`src/ntc_pkg.sv`:
```
// Shared types, constants and helpers for the NTC thermistor thermometer.
`default_nettype none

package ntc_pkg;

  localparam int WINDOW_SIZE_DEF = 8;
  localparam int ADC_BITS_DEF    = 10;

  localparam int CFG_W     = 20;
  localparam int CFG_IDX_W = 2;
  localparam int TEMP_W    = 15;
  localparam int RES_W     = 20;
  localparam int BETA_W    = 14;
  localparam int OUT_W     = 16;

  typedef enum logic [CFG_IDX_W-1:0] {
    REG_NOM_TEMP   = 2'd0,
    REG_NOM_RES    = 2'd1,
    REG_BETA       = 2'd2,
    REG_SERIES_RES = 2'd3
  } cfg_reg_t;

  localparam logic signed [TEMP_W-1:0] NOM_TEMP_RST   = 15'sd2500;
  localparam logic        [RES_W-1:0]  NOM_RES_RST    = 20'd10000;
  localparam logic        [BETA_W-1:0] BETA_RST       = 14'd4200;
  localparam logic        [RES_W-1:0]  SERIES_RES_RST = 20'd10000;

  // log2 unit: Q30 mantissa, Q24 result with a 5-bit integer part
  localparam int LOG_IN_W  = 31;
  localparam int LOG_FRAC  = 24;
  localparam int LOG_OUT_W = 29;

  // shared long divider width in the back end
  localparam int DIV_W = 48;

  localparam logic [31:0]      LN2_Q32      = 32'd2977044472;
  localparam logic [DIV_W-1:0] SCALE_Q40    = 48'd100 << 40;
  localparam logic [16:0]      KELVIN_CENTI = 17'd27315;

  localparam logic signed [OUT_W-1:0] TEMP_MAX = 16'sh7FFF;
  localparam logic signed [OUT_W-1:0] TEMP_MIN = 16'sh8000;

  typedef struct packed {
    logic signed [TEMP_W-1:0] nom_temp;
    logic        [RES_W-1:0]  nom_res;
    logic        [BETA_W-1:0] beta;
    logic        [RES_W-1:0]  series_res;
  } cfg_t;

  function automatic logic [RES_W-1:0] at_least_one(input logic [RES_W-1:0] v);
    return (v == '0) ? RES_W'(1) : v;
  endfunction

endpackage

`default_nettype wire

```
`src/ntc_div.sv`:
```
// Restoring long divider, one quotient bit per cycle.
`default_nettype none

module ntc_div
  import ntc_pkg::*;
#(
  parameter int W = DIV_W
) (
  input  logic         clk,
  input  logic         rst,
  input  logic         start,
  input  logic [W-1:0] dividend,
  input  logic [W-1:0] divisor,
  output logic [W-1:0] quotient,
  output logic         done
);

  localparam int CNT_W = $clog2(W + 1);

  logic [W-1:0]     dvd;
  logic [W-1:0]     dsr;
  logic [W-1:0]     quo;
  logic [W-1:0]     rem;
  logic [CNT_W-1:0] cnt;
  logic             busy;
  logic [W:0]       trial;
  logic             ge;

  assign trial = {rem, dvd[W-1]};
  assign ge    = trial >= {1'b0, dsr};

  always_ff @(posedge clk) begin
    if (rst) begin
      busy <= 1'b0;
      done <= 1'b0;
    end else if (start) begin
      busy <= 1'b1;
      done <= 1'b0;
      dvd  <= dividend;
      dsr  <= divisor;
      rem  <= '0;
      cnt  <= CNT_W'(W);
    end else if (busy) begin
      rem <= ge ? W'(trial - {1'b0, dsr}) : W'(trial);
      quo <= {quo[W-2:0], ge};
      dvd <= dvd << 1;
      cnt <= cnt - CNT_W'(1);
      if (cnt == CNT_W'(1)) begin
        busy <= 1'b0;
        done <= 1'b1;
      end
    end
  end

  assign quotient = quo;

endmodule

`default_nettype wire

```
`src/ntc_front.sv`:
```
// Front end: sample window, running sum, refill after reset and config writes.
`default_nettype none

module ntc_front
  import ntc_pkg::*;
#(
  parameter int WINDOW_SIZE = WINDOW_SIZE_DEF,
  parameter int ADC_BITS    = ADC_BITS_DEF,
  parameter int SUM_W       = 13
) (
  input  logic                clk,
  input  logic                rst,
  input  cfg_t                cfg,
  input  logic                cfg_hit,
  input  logic                in_valid,
  output logic                in_stall,
  input  logic [ADC_BITS-1:0] adc_sample,
  output logic                push,
  output logic [SUM_W-1:0]    push_sum,
  input  logic                q_full
);

  typedef enum logic [1:0] {F_START, F_WAIT, F_RUN} fstate_t;

  localparam int DVD_W = ADC_BITS + RES_W + 1;
  localparam logic [SUM_W-1:0] TOP = SUM_W'((2**ADC_BITS - 1) * WINDOW_SIZE);
  localparam logic [ADC_BITS-1:0] FULL_CODE = {ADC_BITS{1'b1}};

  fstate_t             state;
  logic [ADC_BITS-1:0] taps [WINDOW_SIZE];
  logic [SUM_W-1:0]    sum;
  logic [SUM_W-1:0]    sum_next;
  logic                accept;
  logic [RES_W-1:0]    r0;
  logic [RES_W-1:0]    rs;
  logic                div_start;
  logic [DVD_W-1:0]    div_a;
  logic [DVD_W-1:0]    div_b;
  logic [DVD_W-1:0]    div_q;
  logic                div_done;
  logic [ADC_BITS-1:0] fill_code;

  assign r0        = at_least_one(cfg.nom_res);
  assign rs        = at_least_one(cfg.series_res);
  assign fill_code = div_q[ADC_BITS-1:0];

  assign in_stall = (state != F_RUN) || q_full;
  assign accept   = in_valid && !in_stall;
  assign sum_next = sum - SUM_W'(taps[WINDOW_SIZE-1]) + SUM_W'(adc_sample);
  assign push     = accept;
  assign push_sum = sum_next;

  ntc_div #(.W(DVD_W)) u_fill_div (
    .clk      (clk),
    .rst      (rst),
    .start    (div_start),
    .dividend (div_a),
    .divisor  (div_b),
    .quotient (div_q),
    .done     (div_done)
  );

  always_ff @(posedge clk) begin
    div_start <= 1'b0;
    if (rst) begin
      state <= F_START;
    end else if (cfg_hit) begin
      state <= F_START;
    end else begin
      case (state)
        F_START: begin
          div_start <= 1'b1;
          div_a     <= DVD_W'(FULL_CODE) * DVD_W'(r0);
          div_b     <= DVD_W'(rs) + DVD_W'(r0);
          state     <= F_WAIT;
        end
        F_WAIT: begin
          if (!div_start && div_done) begin
            for (int i = 0; i < WINDOW_SIZE; i++) begin
              taps[i] <= fill_code;
            end
            sum   <= SUM_W'(fill_code) * SUM_W'(WINDOW_SIZE);
            state <= F_RUN;
          end
        end
        F_RUN: begin
          if (accept) begin
            taps[0] <= adc_sample;
            for (int i = 1; i < WINDOW_SIZE; i++) begin
              taps[i] <= taps[i-1];
            end
            sum <= sum_next;
          end
        end
        default: state <= F_START;
      endcase
    end
  end

  a_sum_bound: assert property (@(posedge clk) disable iff (rst)
    state == F_RUN |-> sum <= TOP)
    else $error("window sum beyond full scale");

endmodule

`default_nettype wire

```
`config.mk`:
```
export PLATFORM = sky130hd
export DESIGN_NAME = ntc_front
export DESIGN_NICKNAME = d
export VERILOG_FILES = /design/src/ntc_pkg.sv /design/src/ntc_div.sv /design/src/ntc_front.sv
export SDC_FILE = /design/constraint.sdc
export NUM_CORES = 1
export LEC_CHECK = 0
export ABC_AREA = 1
export BUFFER_PORTS_ARGS = -buffer_cell sky130_fd_sc_hd__buf_4
export CAP_MARGIN = 40
export CORE_ASPECT_RATIO = 1.25
export CORE_MARGIN = 4
export CORE_UTILIZATION = 50
export CTS_BUF_LIST = sky130_fd_sc_hd__clkbuf_4
export CTS_CLUSTER_SIZE = 14
export DETAILED_ROUTE_END_ITERATION = 8
export GPL_TIMING_DRIVEN = 0
export PLACE_DENSITY = 0.67
export SETUP_SLACK_MARGIN = 0.15
export SYNTH_ARGS = -nofsm -noshare
export SYNTH_HDL_FRONTEND = slang
export SYNTH_SLANG_ARGS = --single-unit
```
`constraint.sdc`:
```
create_clock -name clk -period 11.3 [get_ports clk]
set_input_delay 0.565 -clock clk [delete_from_list [all_inputs] [get_ports clk]]
set_output_delay 0.565 -clock clk [all_outputs]
set_load 0.01 [all_outputs]
```
==> results_dict.tcl <==
set metrics [dict create \
    yosysSeqAreaShare_pct 40.1 \
    cts_tree "done" \
    cts.sinks 247 \
    drt-pass1-iter-count 5 \
    drcViolationCount 0 \
    cts_resized 0 \
    path_clk_slew_ns 0.07 \
    yosysWarnings 0 \
    hold_violations 0 \
    drive_gt1_share_pct 8.77 \
    setup-tns-final_ns 0 \
    ctsHoldBuffers 0 \
    nets 2583 \
    clock_latency_ns 0.67 \
    critPathArrivalTime_ns 6.33 \
    timing.fmax_mhz 169 \
    initialDrtViolationCount 673 \
    grt_pass1_wl_mm 67.8 \
    synth.largest_area_cell "edfxtp_1" \
    initial_core_util_pct 50.7 \
    netlist_instances 2128 \
    path_max_fanout 5 \
    ys_types 43 \
    final_core_utilization_pct 55.8 \
    die_area_um2 39900 \
    portBuffers 69 \
    layout_min_cycle_time_ns 5.92 \
    slew_violations 0 \
    synthTopCellsByArea "edfxtp_1, fa_1, nand2_1" \
    tightest_slew_ns 0.854 \
    place.detailed.hpwl_mm 33.6 \
    row_count 78 \
    grtUsageMet3_pct 2.41 \
    path_class "input pin to register" \
    skew_ns 0.0175 \
    ant_nets 0 \
    grt-busiest-layer "met2" \
    outcome "finished, final reports clean" \
    synth_area_um2 18400 \
    grt_start_max_net_pins 57 \
    synth-edff-count 242 \
    avgSynthCellArea_um2 8.64 \
    grt_use_met2_pct 38.0 \
    coreArea_um2 36300 \
    netlist.area_leader.share_pct 39.5 \
    place_congestion 0.933 \
    synth.ff_latch_count 247 \
    grt.total_usage_pct 20.5 \
    synthArstFlopShare_pct 0 \
    rsz0062_at_grt "no" \
    syn-num-nets 2452 \
    pin_count 99 \
    global_route.overflow_total 0 \
    min_period_over_period_pct 52.4 \
    power.density_nw_per_um2 240 \
    routed_wl_mm 40.8 \
    htree_levels 2 \
    critPathLaunchType "input pin" \
    maxCapViolCount 0 \
    cts_buffers 55 \
    crit_required_ns 11.71 \
    cts_max_path_buffers 3 \
    grt_pass1_vias 14400 \
    hold_class "input pin to register" \
    synth_ff_type "edfxtp_1" \
    slew_headroom_pct 42.8 \
    p_leak_nw 9.45 \
    antenna_found_initial 1 \
    avgViaCountPerCell 4.95 \
    cts_setup_buffers 0 \
    max-vdd-ir-drop_uv 189 \
    die_w_um 180 \
    wl_per_cell_um 14.7 \
    grt_util_met1_pct 24.2 \
    area_growth_pct 10.2 \
    clock-root-buffer "clkbuf_4" \
    die_y_um 222 \
    vias 13700 \
    setup_violations 0 \
    crit_path_end_kind "register" \
]
-- Yosys cell counts, types with 2 or more instances --
master	instances
a211oi_1	2
a21boi_0	5
a21o_1	4
a21oi_1	80
a31oi_1	2
and2_1	2
buf_2	6
buf_6	3
clkbuf_1	54
dfxtp_1	5
edfxtp_1	242
fa_1	117
ha_1	123
inv_1	372
inv_2	6
nand2_1	607
nand2_2	9
nand3_1	121
nand3b_1	6
nand4_1	12
nor2_1	161
nor2_2	11
nor3_1	23
nor4_1	6
o21ai_0	50
o21ai_1	13
o21bai_1	9
xnor2_1	18
xor2_1	45
-- area by class of cell --
type,count,area [um2]
Buffer,65,292
Antenna cell,1,2.50
Fill cell,3394,16000
Inverter,380,1430
Multi-Input combinational cell,1436,9330
Clock buffer,74,556
Clock inverter,17,72.6
Timing Repair Buffer,74,616
Sequential cell,247,7370
Tap cell,480,601
-- metal layers --
| layer | share of wire [%] | vias up |
|---|---|---|
| met4 | 3.7 | 0 |
| met3 | 3.1 | 89 |
| met2 | 52 | 280 |
| met1 | 42 | 6306 |
| met5 | 0 | - |
| li1 | - | 7052 |
-- placed cells by master, fill, tap and decap left out, types with 12 or more instances in the layout --
master | Yosys | routed
a21oi_1 | 80 | 80
buf_4 | 0 | 70
clkbuf_1 | 54 | 54
clkbuf_4 | 0 | 74
clkinv_1 | 1 | 14
edfxtp_1 | 242 | 242
fa_1 | 117 | 117
ha_1 | 123 | 123
inv_1 | 372 | 372
nand2_1 | 607 | 605
nand3_1 | 121 | 121
nand4_1 | 12 | 12
nor2_1 | 161 | 159
nor2_2 | 11 | 12
nor3_1 | 23 | 22
o21ai_0 | 50 | 50
o21ai_1 | 13 | 13
xnor2_1 | 18 | 18
xor2_1 | 45 | 45
-- per-stage QoR --
| step | power [W] | setup WS (ns) | hold WS [ns] | std cells | area, um2 |
|---|---|---|---|---|---|
| finish | 0.00487 | 5.38 | 0.122 | 2774 | 20300 |
| CTS | 0.00490 | 5.43 | 0.0565 | 2773 | 20300 |
| global route | 0.00542 | 5.03 | 0.0644 | 2774 | 20300 |
| detailed placement | 0.00425 | 4.72 | 0.405 | 2682 | 19600 |
| floorplan | 0.00355 | 5.75 | 0.400 | 2128 | 18400 |
| global placement | 0.00422 | 4.76 | 0.403 | 2677 | 19500 |
-- flip-flops by register name, summed over array words and instances, names as in the netlist --
signal and flops:
taps 80, u_fill_div.quotient 10, div_b 21, u_fill_div.rem 31, sum 13, div_start 1
u_fill_div.dsr 21, u_fill_div.dvd 31, u_fill_div.done 1, div_a 30, u_fill_div.cnt 5, u_fill_div.busy 1
state 2
-- kinds of logic (layout without fill, tap and decap cells) --
family / after synthesis / after routing / synth area share, %
buf+inv: 445 / 610 / 9.37
simple gates: 964 / 964 / 21.5
xor+xnor: 63 / 63 / 3.00
flops: 247 / 247 / 40.1
compound gates: 169 / 169 / 4.97
other cells: 0 / 1 / 0
fa+ha+maj: 240 / 240 / 21.1
-- worst max-delay path, cell delays in order --
cell	delay (ns)
buf_4	0.13
inv_1	0.12
ha_1	0.28
nand4_1	0.11
nor2_1	0.11
nand4_1	0.30
nand2_1	0.24
inv_1	0.17
fa_1	0.64
inv_1	0.12
fa_1	0.54
inv_1	0.05
fa_1	0.46
fa_1	0.55
inv_1	0.05
fa_1	0.49
inv_1	0.04
ha_1	0.35
a21oi_1	0.24
o21ai_0	0.17
a21oi_1	0.20
nor2_1	0.09
nor2_1	0.13
nand2_1	0.07
nand2_1	0.06
nand2_1	0.05
-- final timing paths --
kind                                from                 to  slack, ns  cells past startpoint
worst max-delay path             cfg[52]          div_a[27]       5.38                     26
worst min-delay path                 rst    u_fill_div.done       0.12                      2
worst max register to register  state[0]        taps[1][24]       8.61                     10
worst min register to register  div_b[9]  u_fill_div.dsr[9]       0.42                      0
-- power breakdown --
group	total, W	internal, W	switching [W]	leakage [nW]
sequential	0.00127	0.00125	0.0000219	2.19
combinational	0.00297	0.00110	0.00188	6.89
clock	0.000630	0.000303	0.000327	0.377
total	0.00487	0.00265	0.00222	9.45
Power figures use the tool's default switching activity.
