--- src/ntc_pkg.sv ---
// Shared types, constants and helpers for the NTC thermistor thermometer.
`default_nettype none

package ntc_pkg;

  localparam int WINDOW_SIZE_DEF = 8;
  localparam int ADC_BITS_DEF    = 10;

  localparam int CFG_W     = 20;
  localparam int CFG_IDX_W = 2;
  localparam int TEMP_W    = 15;
  localparam int RES_W     = 20;
  localparam int BETA_W    = 14;
  localparam int OUT_W     = 16;

  typedef enum logic [CFG_IDX_W-1:0] {
    REG_NOM_TEMP   = 2'd0,
    REG_NOM_RES    = 2'd1,
    REG_BETA       = 2'd2,
    REG_SERIES_RES = 2'd3
  } cfg_reg_t;

  localparam logic signed [TEMP_W-1:0] NOM_TEMP_RST   = 15'sd2500;
  localparam logic        [RES_W-1:0]  NOM_RES_RST    = 20'd10000;
  localparam logic        [BETA_W-1:0] BETA_RST       = 14'd4200;
  localparam logic        [RES_W-1:0]  SERIES_RES_RST = 20'd10000;

  // log2 unit: Q30 mantissa, Q24 result with a 5-bit integer part
  localparam int LOG_IN_W  = 31;
  localparam int LOG_FRAC  = 24;
  localparam int LOG_OUT_W = 29;

  // shared long divider width in the back end
  localparam int DIV_W = 48;

  localparam logic [31:0]      LN2_Q32      = 32'd2977044472;
  localparam logic [DIV_W-1:0] SCALE_Q40    = 48'd100 << 40;
  localparam logic [16:0]      KELVIN_CENTI = 17'd27315;

  localparam logic signed [OUT_W-1:0] TEMP_MAX = 16'sh7FFF;
  localparam logic signed [OUT_W-1:0] TEMP_MIN = 16'sh8000;

  typedef struct packed {
    logic signed [TEMP_W-1:0] nom_temp;
    logic        [RES_W-1:0]  nom_res;
    logic        [BETA_W-1:0] beta;
    logic        [RES_W-1:0]  series_res;
  } cfg_t;

  function automatic logic [RES_W-1:0] at_least_one(input logic [RES_W-1:0] v);
    return (v == '0) ? RES_W'(1) : v;
  endfunction

endpackage

`default_nettype wire

--- src/ntc_queue.sv ---
// Two-entry queue of window sums between front and back end.
`default_nettype none

module ntc_queue
  import ntc_pkg::*;
#(
  parameter int W = 13
) (
  input  logic         clk,
  input  logic         rst,
  input  logic         push,
  input  logic [W-1:0] push_data,
  output logic         full,
  input  logic         pop,
  output logic [W-1:0] pop_data,
  output logic         nonempty
);

  logic [W-1:0] slot [2];
  logic         wr_ptr;
  logic         rd_ptr;
  logic [1:0]   count;

  always_ff @(posedge clk) begin
    if (rst) begin
      wr_ptr <= 1'b0;
      rd_ptr <= 1'b0;
      count  <= '0;
    end else begin
      if (push) begin
        slot[wr_ptr] <= push_data;
        wr_ptr       <= ~wr_ptr;
      end
      if (pop) begin
        rd_ptr <= ~rd_ptr;
      end
      count <= count + 2'(push) - 2'(pop);
    end
  end

  assign full     = count == 2'd2;
  assign nonempty = count != 2'd0;
  assign pop_data = slot[rd_ptr];

  a_no_overflow: assert property (@(posedge clk) disable iff (rst)
    !(push && full && !pop))
    else $error("queue overflow");

endmodule

`default_nettype wire

--- config.mk ---
export PLATFORM = sky130hd
export DESIGN_NAME = ntc_queue
export DESIGN_NICKNAME = d
export VERILOG_FILES = /design/src/ntc_pkg.sv /design/src/ntc_queue.sv
export SDC_FILE = /design/constraint.sdc
export NUM_CORES = 1
export LEC_CHECK = 0
export ABC_AREA = 0
export BUFFER_PORTS_ARGS = -buffer_cell sky130_fd_sc_hd__buf_2
export CAP_MARGIN = 20
export CORE_MARGIN = 2
export CORE_UTILIZATION = 30
export DETAILED_ROUTE_END_ITERATION = 12
export HOLD_SLACK_MARGIN = 0.12
export SLEW_MARGIN = 20
export SYNTH_ARGS = -nofsm -noshare
export SYNTH_HDL_FRONTEND = slang
export SYNTH_SLANG_ARGS = --single-unit
--- constraint.sdc ---
create_clock -name clk -period 2.4 [get_ports clk]
set_input_delay 0.12 -clock clk [delete_from_list [all_inputs] [get_ports clk]]
set_output_delay 0.12 -clock clk [all_outputs]
set_load 0.005 [all_outputs]
==> run_results.csv, run 1 <==
group,metric,value,unit
drt,first_iter_violations,11,
logic_synthesis,synth_fp_nets,80,
drt,first_pass_iters,2,
pwr,p_clk_frac,0.319,
setup_path,cp.required,2280,ps
global_routing,antenna_found_initial,0,
outcome,run_status,"finished, final reports clean",
pwr,p_leak,0.6629,nW
timing,slew_headroom,0.4996,
layout,area_growth,36.53,%
logic_synthesis,async_flop_share,0,
setup_path,arrival,1620,ps
global_routing,grt_pass1_wl,2904,µm
logic_synthesis,syn_inst,61,
logic_synthesis,synth_area,0.001199,mm²
place,dpl_cell_area,0.001415,mm²
floorplan,num_rows,22,
pwr,pwr-share-seq,0.548,
floorplan,die_y,67.21,µm
timing,period_needed,1738,ps
cts,cts.clk_slew.worst_paths,60,ps
layout,drive_gt1_frac,0.4649,
global_routing,grt_usage,0.09295,
logic_synthesis,synth_edf_count,26,
setup_path,worst_setup_path_end_kind,"primary output",
layout,register_area,880.8,µm²
drt,finalWirelength,1825,µm
floorplan,coreArea,0.003744,mm²
layout,multi_input_area,304.0,µm²
logic_synthesis,synth_cell_types,14,
pwr,vdd_ir_drop_max,0.3247,mV
layout,layout.nets,132,
place,port_buffers,31,
place,gp_congestion,0.6091,
logic_synthesis,synth_most_common_cell,"edfxtp_1",
cts,cts_tree,"built",
logic_synthesis,ys_ff_latch,31,
layout,diodes,0,
timing,finalCritPeriodShare,0.7241,
logic_synthesis,ys_seq_area_frac,0.7349,
cts,clk-insertion-delay-late,270,ps
timing,tns,0,ps
drt,route.detailed.wl_per_inst,11.27,µm
timing,skew,0.9574,ps
drt,ant_nets,0,
pwr,p_per_area,711.5,mW/mm²
timing,rsz0062_at_grt,"false",
pwr,totalPowerFinal,1.164,mW
floorplan,dieArea,0.004517,mm²
global_routing,grt_pass1_vias,682,
drt,drc,0,
cts,clkSinkCount,31,
setup_path,worstSetupStartpointType,"flop",
floorplan,ioPinCount,32,
logic_synthesis,netlist_top_cells_area,"edfxtp_1, mux2_4, dfxtp_1",
cts,cts_buffer_depth,2,
setup_path,critPathMaxFanout,13,
cts,htree_levels,2,
logic_synthesis,synth_area_leader_cell,"edfxtp_1",
timing,tightest_slew,749.6,ps
drt,vias,662,
layout,nFillCells,364,
global_routing,grt.overflow.total,0,
logic_synthesis,synth_common_cells,"edfxtp_1, mux2_4, dfxtp_1",
setup_path,path_class,"flop to primary output",
cts,cts_root_buf,"clkbuf_8",
timing,slew_violations,0,
floorplan,die_w,67.21,µm
drt,viasPerCell,4.086,
pwr,p_int,922.8,µW
logic_synthesis,postSynthAreaPerCell,19.65,µm²
pwr,switchingPower,241.6,µW
run,maxCapViolations,0,
pwr,p_sw_frac,0.2075,
place,dp_hpwl,1249,µm
timing,setup_viol,0,
logic_synthesis,yosys_warnings,0,
timing,hold_viol,0,
floorplan,start_util,0.3202,
logic_synthesis,synth_flop_cell,"edfxtp_1",
layout,post-route-cell-area,0.001637,mm²
timing,fmax,575.4,MHz
cts,numCtsBuffers,5,
pwr,pwr-share-comb,0.133,
global_routing,grt_max_degree,14,
logic_synthesis,synth_top_area_share,0.6514,
hold_path,hp-class,"primary input to flop",
-- worst max-delay path, stage by stage (launching register included) --
cell	delay (ps)
dfxtp_1	800
mux2_2	420
buf_2	130
-- final cells by class --
cell class	instances	area share
multi-input combinational	27	0.1858
clock inverter	1	0.003058
tap	48	0.03670
clock buffer	7	0.04664
timing repair buffer	46	0.1850
sequential	31	0.5382
inverter	2	0.004587
-- path summary, 6_finish.rpt --
check / startpoint / to / slack, ps / cells past startpoint
setup reg to reg: wr_ptr / slot[1][7] / 1090 / 1
hold reg to reg: rd_ptr / rd_ptr / 520 / 2
hold / removal: push / wr_ptr / 130 / 3
setup / recovery: flop / pop_data[1] / 660 / 2
-- per-stage QoR --
step / utilization / hold WS (ps) / std cells / worst slack (ps)
finish: 0.4372 / 131.2 / 162 / 662.1
global route: 0.4372 / 147.4 / 162 / 566.0
CTS: 0.4372 / 125.9 / 162 / 615.2
detailed placement: 0.3780 / 312.7 / 140 / 911.9
global placement: 0.3780 / 312.9 / 140 / 913.8
floorplan: - / 191.6 / 61 / 639.9
-- power by group through the flow --
stage / clock network, mW / registers [mW] / logic, mW
floorplan: 0 / 0.638 / 0.0952
global placement: 0 / 0.649 / 0.138
detailed placement: 0 / 0.650 / 0.141
CTS: 0.386 / 0.639 / 0.159
global route: 0.408 / 0.643 / 0.173
finish: 0.371 / 0.638 / 0.155
-- timing repair --
action / 4_1_cts / 5_1_grt
gates resized for setup: 0 / 0
endpoints found under the hold margin: 31 / 0
setup buffers: 0 / 0
hold buffers: 14 / 0
-- cells by family (layout without fill, tap and decap cells) --
logic type / Yosys count / in the layout / share of synthesized area
buffers and inverters: 3 / 56 / 0.01566
and+or+nand+nor: 9 / 9 / 0.04176
adders and majority gates: 2 / 2 / 0.02087
xor gates and xnor gates: 3 / 3 / 0.03340
muxes: 13 / 13 / 0.1534
DFF: 31 / 31 / 0.7349
-- layer usage --
layer  share of wire  GRT usage  vias to the layer above
met5               0          0                        -
met4          0.0077    0.04592                        0
met3           0.071    0.04000                        2
met2            0.45     0.1448                       28
met1            0.47     0.1099                      303
li1                -          -                      329
-- placed cells by master (no fill, tap or decap), drive strengths merged --
master	netlist	final
nor2b	2	2
or2	1	1
xnor3	1	1
clkbuf	0	7
nor2	4	4
dfxtp	5	5
ha	2	2
clkinv	0	1
inv	2	2
nor3b	1	1
buf	1	32
xnor2	2	2
edfxtp	26	26
mux2	13	13
dlygate4sd3	0	14
and3b	1	1
-- sequential cells by signal, indices dropped and copies added (netlist names), named ones only --
register,cells
rd_ptr,1
count,2
slot,26
wr_ptr,1
Note: power is estimated with default switching activity, not from simulation.
==> inputs of run 2 (changes only) <==
==> constraint.sdc (replaced) <==
create_clock -name clk -period 1.6 [get_ports clk]
set_input_delay 0.08 -clock clk [delete_from_list [all_inputs] [get_ports clk]]
set_output_delay 0.08 -clock clk [all_outputs]
set_load 0.005 [all_outputs]
==> run 2 against run 1 <==
Power grew 49%. Non-clock buffer count grew 4. Register-to-register slack lost 710 ps. First-iteration DRC count grew 36%. Global-route usage grew 0.19 points. Critical path depth grew 1. Final cell count grew 1.9%. Flip-flop and latch count is the same. Clock skew grew 2.1 ps. Sequential share of layout area shrank 1.0 points. Design area grew 1.9%. Critical endpoint is now pop_data[0]. Largest cell class unchanged. Largest power group unchanged. Highest routed layer unchanged.
==> run_results.csv, run 2 (synthesis results as in run 1) <==
group,metric,value,unit
timing,hold_viol,0,
setup_path,r2r-end,"count[1]",
hold_path,hold_depth,2,
drt,route.detailed.wl_per_inst,11.24,µm
timing,finalCritPeriodShare,0.9352,
setup_path,worst_setup_path_end_kind,"primary output",
floorplan,coreArea,0.003744,mm²
cts,cts_tree,"built",
place,dp_hpwl,1298,µm
layout,diodes,0,
floorplan,dieArea,0.004517,mm²
hold_path,min-delay-start,"rd_ptr",
layout,nFillCells,363,
floorplan,die_w,67.21,µm
layout,largest_reg_flops,26,
hold_path,min_to,"rd_ptr",
timing,tns,0,ps
timing,timing.hold.ws,512.4,ps
global_routing,antenna_found_initial,0,
global_routing,grt_pass1_vias,695,
timing,rsz0062_at_grt,"false",
timing,tightest_slew,200.9,ps
timing,period_needed,1496,ps
timing,fmax,668.3,MHz
setup_path,cp_top_family,"flip-flops",
setup_path,path_cells,"buf_4 > mux2_2 > buf_2",
place,place_worst_setup_slack,378.4,ps
floorplan,ioPinCount,32,
timing,slew_headroom,0.8661,
hold_path,hp-class,"flop to flop",
outcome,run_status,"finished, final reports clean",
cts,post_cts_buffers,0,
place,gp_congestion,0.6052,
cts,cts_root_buf,"clkbuf_8",
timing,skew,3.103,ps
cts,cts_hold_buf,16,
drt,finalWirelength,1855,µm
global_routing,grt_pass1_wl,2994,µm
global_routing,grt_max_degree,14,
timing,setup_slack,103.6,ps
drt,ant_nets,0,
pwr,pwr-share-comb,0.148,
layout,fin_util,0.4455,
pwr,pwr-share-seq,0.545,
floorplan,num_rows,22,
drt,drc,0,
layout,multi_input_area,304.0,µm²
drt,first_pass_iters,4,
floorplan,start_util,0.3202,
place,placedCellCount,142,
setup_path,path_class,"flop to primary output",
setup_path,r2r_slack,380,ps
layout,largestRegisters,"slot (26), count (2)",
pwr,switchingPower,358.9,µW
pwr,vdd_ir_drop_max,0.5073,mV
layout,area_growth,39.14,%
timing,setup_viol,0,
drt,first_iter_violations,15,
setup_path,reg2reg_from,"count[0]",
cts,clkSinkCount,31,
cts,cts_repair_resize_count,0,
setup_path,crit_buf_inv,2,
global_routing,grt_usage,0.09483,
setup_path,max_stage_delay,390,ps
setup_path,cp.required,1520,ps
cts,cts_buffer_depth,2,
pwr,p_leak,0.6810,nW
timing,slew_violations,0,
layout,top_register,"slot",
layout,register_area,880.8,µm²
setup_path,critPathMaxFanout,11,
cts,clk-insertion-delay-late,270,ps
cts,numCtsBuffers,5,
pwr,p_clk_frac,0.307,
setup_path,reg2reg_depth,6,
pwr,p_sw_frac,0.2069,
layout,final_common_cell,"buf_2",
global_routing,grt.overflow.total,0,
layout,drive_gt1_frac,0.4701,
layout,layout.nets,136,
run,maxCapViolations,0,
setup_path,crit_path_top_delay_cell,"dfxtp_1",
place,port_buffers,31,
setup_path,worstSetupStartpointType,"flop",
pwr,p_per_area,1040,mW/mm²
drt,viasPerCell,4.121,
layout,fin_cells,165,
floorplan,die_y,67.21,µm
layout,most-common-layout-cells,"buf_2, edfxtp_1, dlygate4sd3_1, mux2_4",
pwr,p_int,1.376,mW
setup_path,arrival,1420,ps
drt,vias,680,
cts,cts.clk_slew.worst_paths,60,ps
cts,htree_levels,2,
## run 2: cell types whose count changed in the layout (fill, tap and decap cells not counted)
cell,before,now
buf_4,1,3
clkbuf_1,2,0
clkinv_1,0,1
dlygate4sd3_1,14,16
## run 2: final cells by class
class	count	area share
clock buffers	5	0.04126
clock inverters	2	0.005251
inverters	2	0.004501
multi-input cells	27	0.1823
flip-flops and latches	31	0.5281
well taps	48	0.03601
repair buffers	50	0.2026
## run 2: power by group through the flow
stage / clock (mW) / combinational [mW] / sequential [mW]
finish: 0.533 / 0.257 / 0.945
global route: 0.579 / 0.290 / 0.950
CTS: 0.555 / 0.264 / 0.945
detailed placement: 0 / 0.233 / 0.962
global placement: 0 / 0.225 / 0.959
floorplan: 0 / 0.143 / 0.957
## run 2: worst register-to-register path, stage by stage (launching register included)
cell	delay [ps]
dfxtp_1	350
inv_1	50
ha_1	270
inv_1	40
ha_1	170
xnor3_1	200
nor2_1	40
## run 2: worst max-delay path by stage
stage,depth (start not counted),end,slack [ps]
after detailed placement,3,pop_data[0],380
after global placement,3,pop_data[0],400
final,3,pop_data[0],100
after floorplan,1,slot[0][0],290
after CTS,3,pop_data[0],70
after global routing,3,pop_data[0],10
## run 2: layer usage
layer  part of all wire  wire (µm)  track usage
met5                  0          0            0
met4             0.0097         18      0.06888
met3              0.081        150      0.03333
met2               0.47        875       0.1547
met1               0.44        810       0.1016
## run 2: through the flow
stage	instance area [µm²]	total power, mW
after CTS	1668	1.764
final	1668	1.735
after global placement	1430	1.184
after global routing	1668	1.819
after detailed placement	1430	1.195
after floorplan	1204	1.101
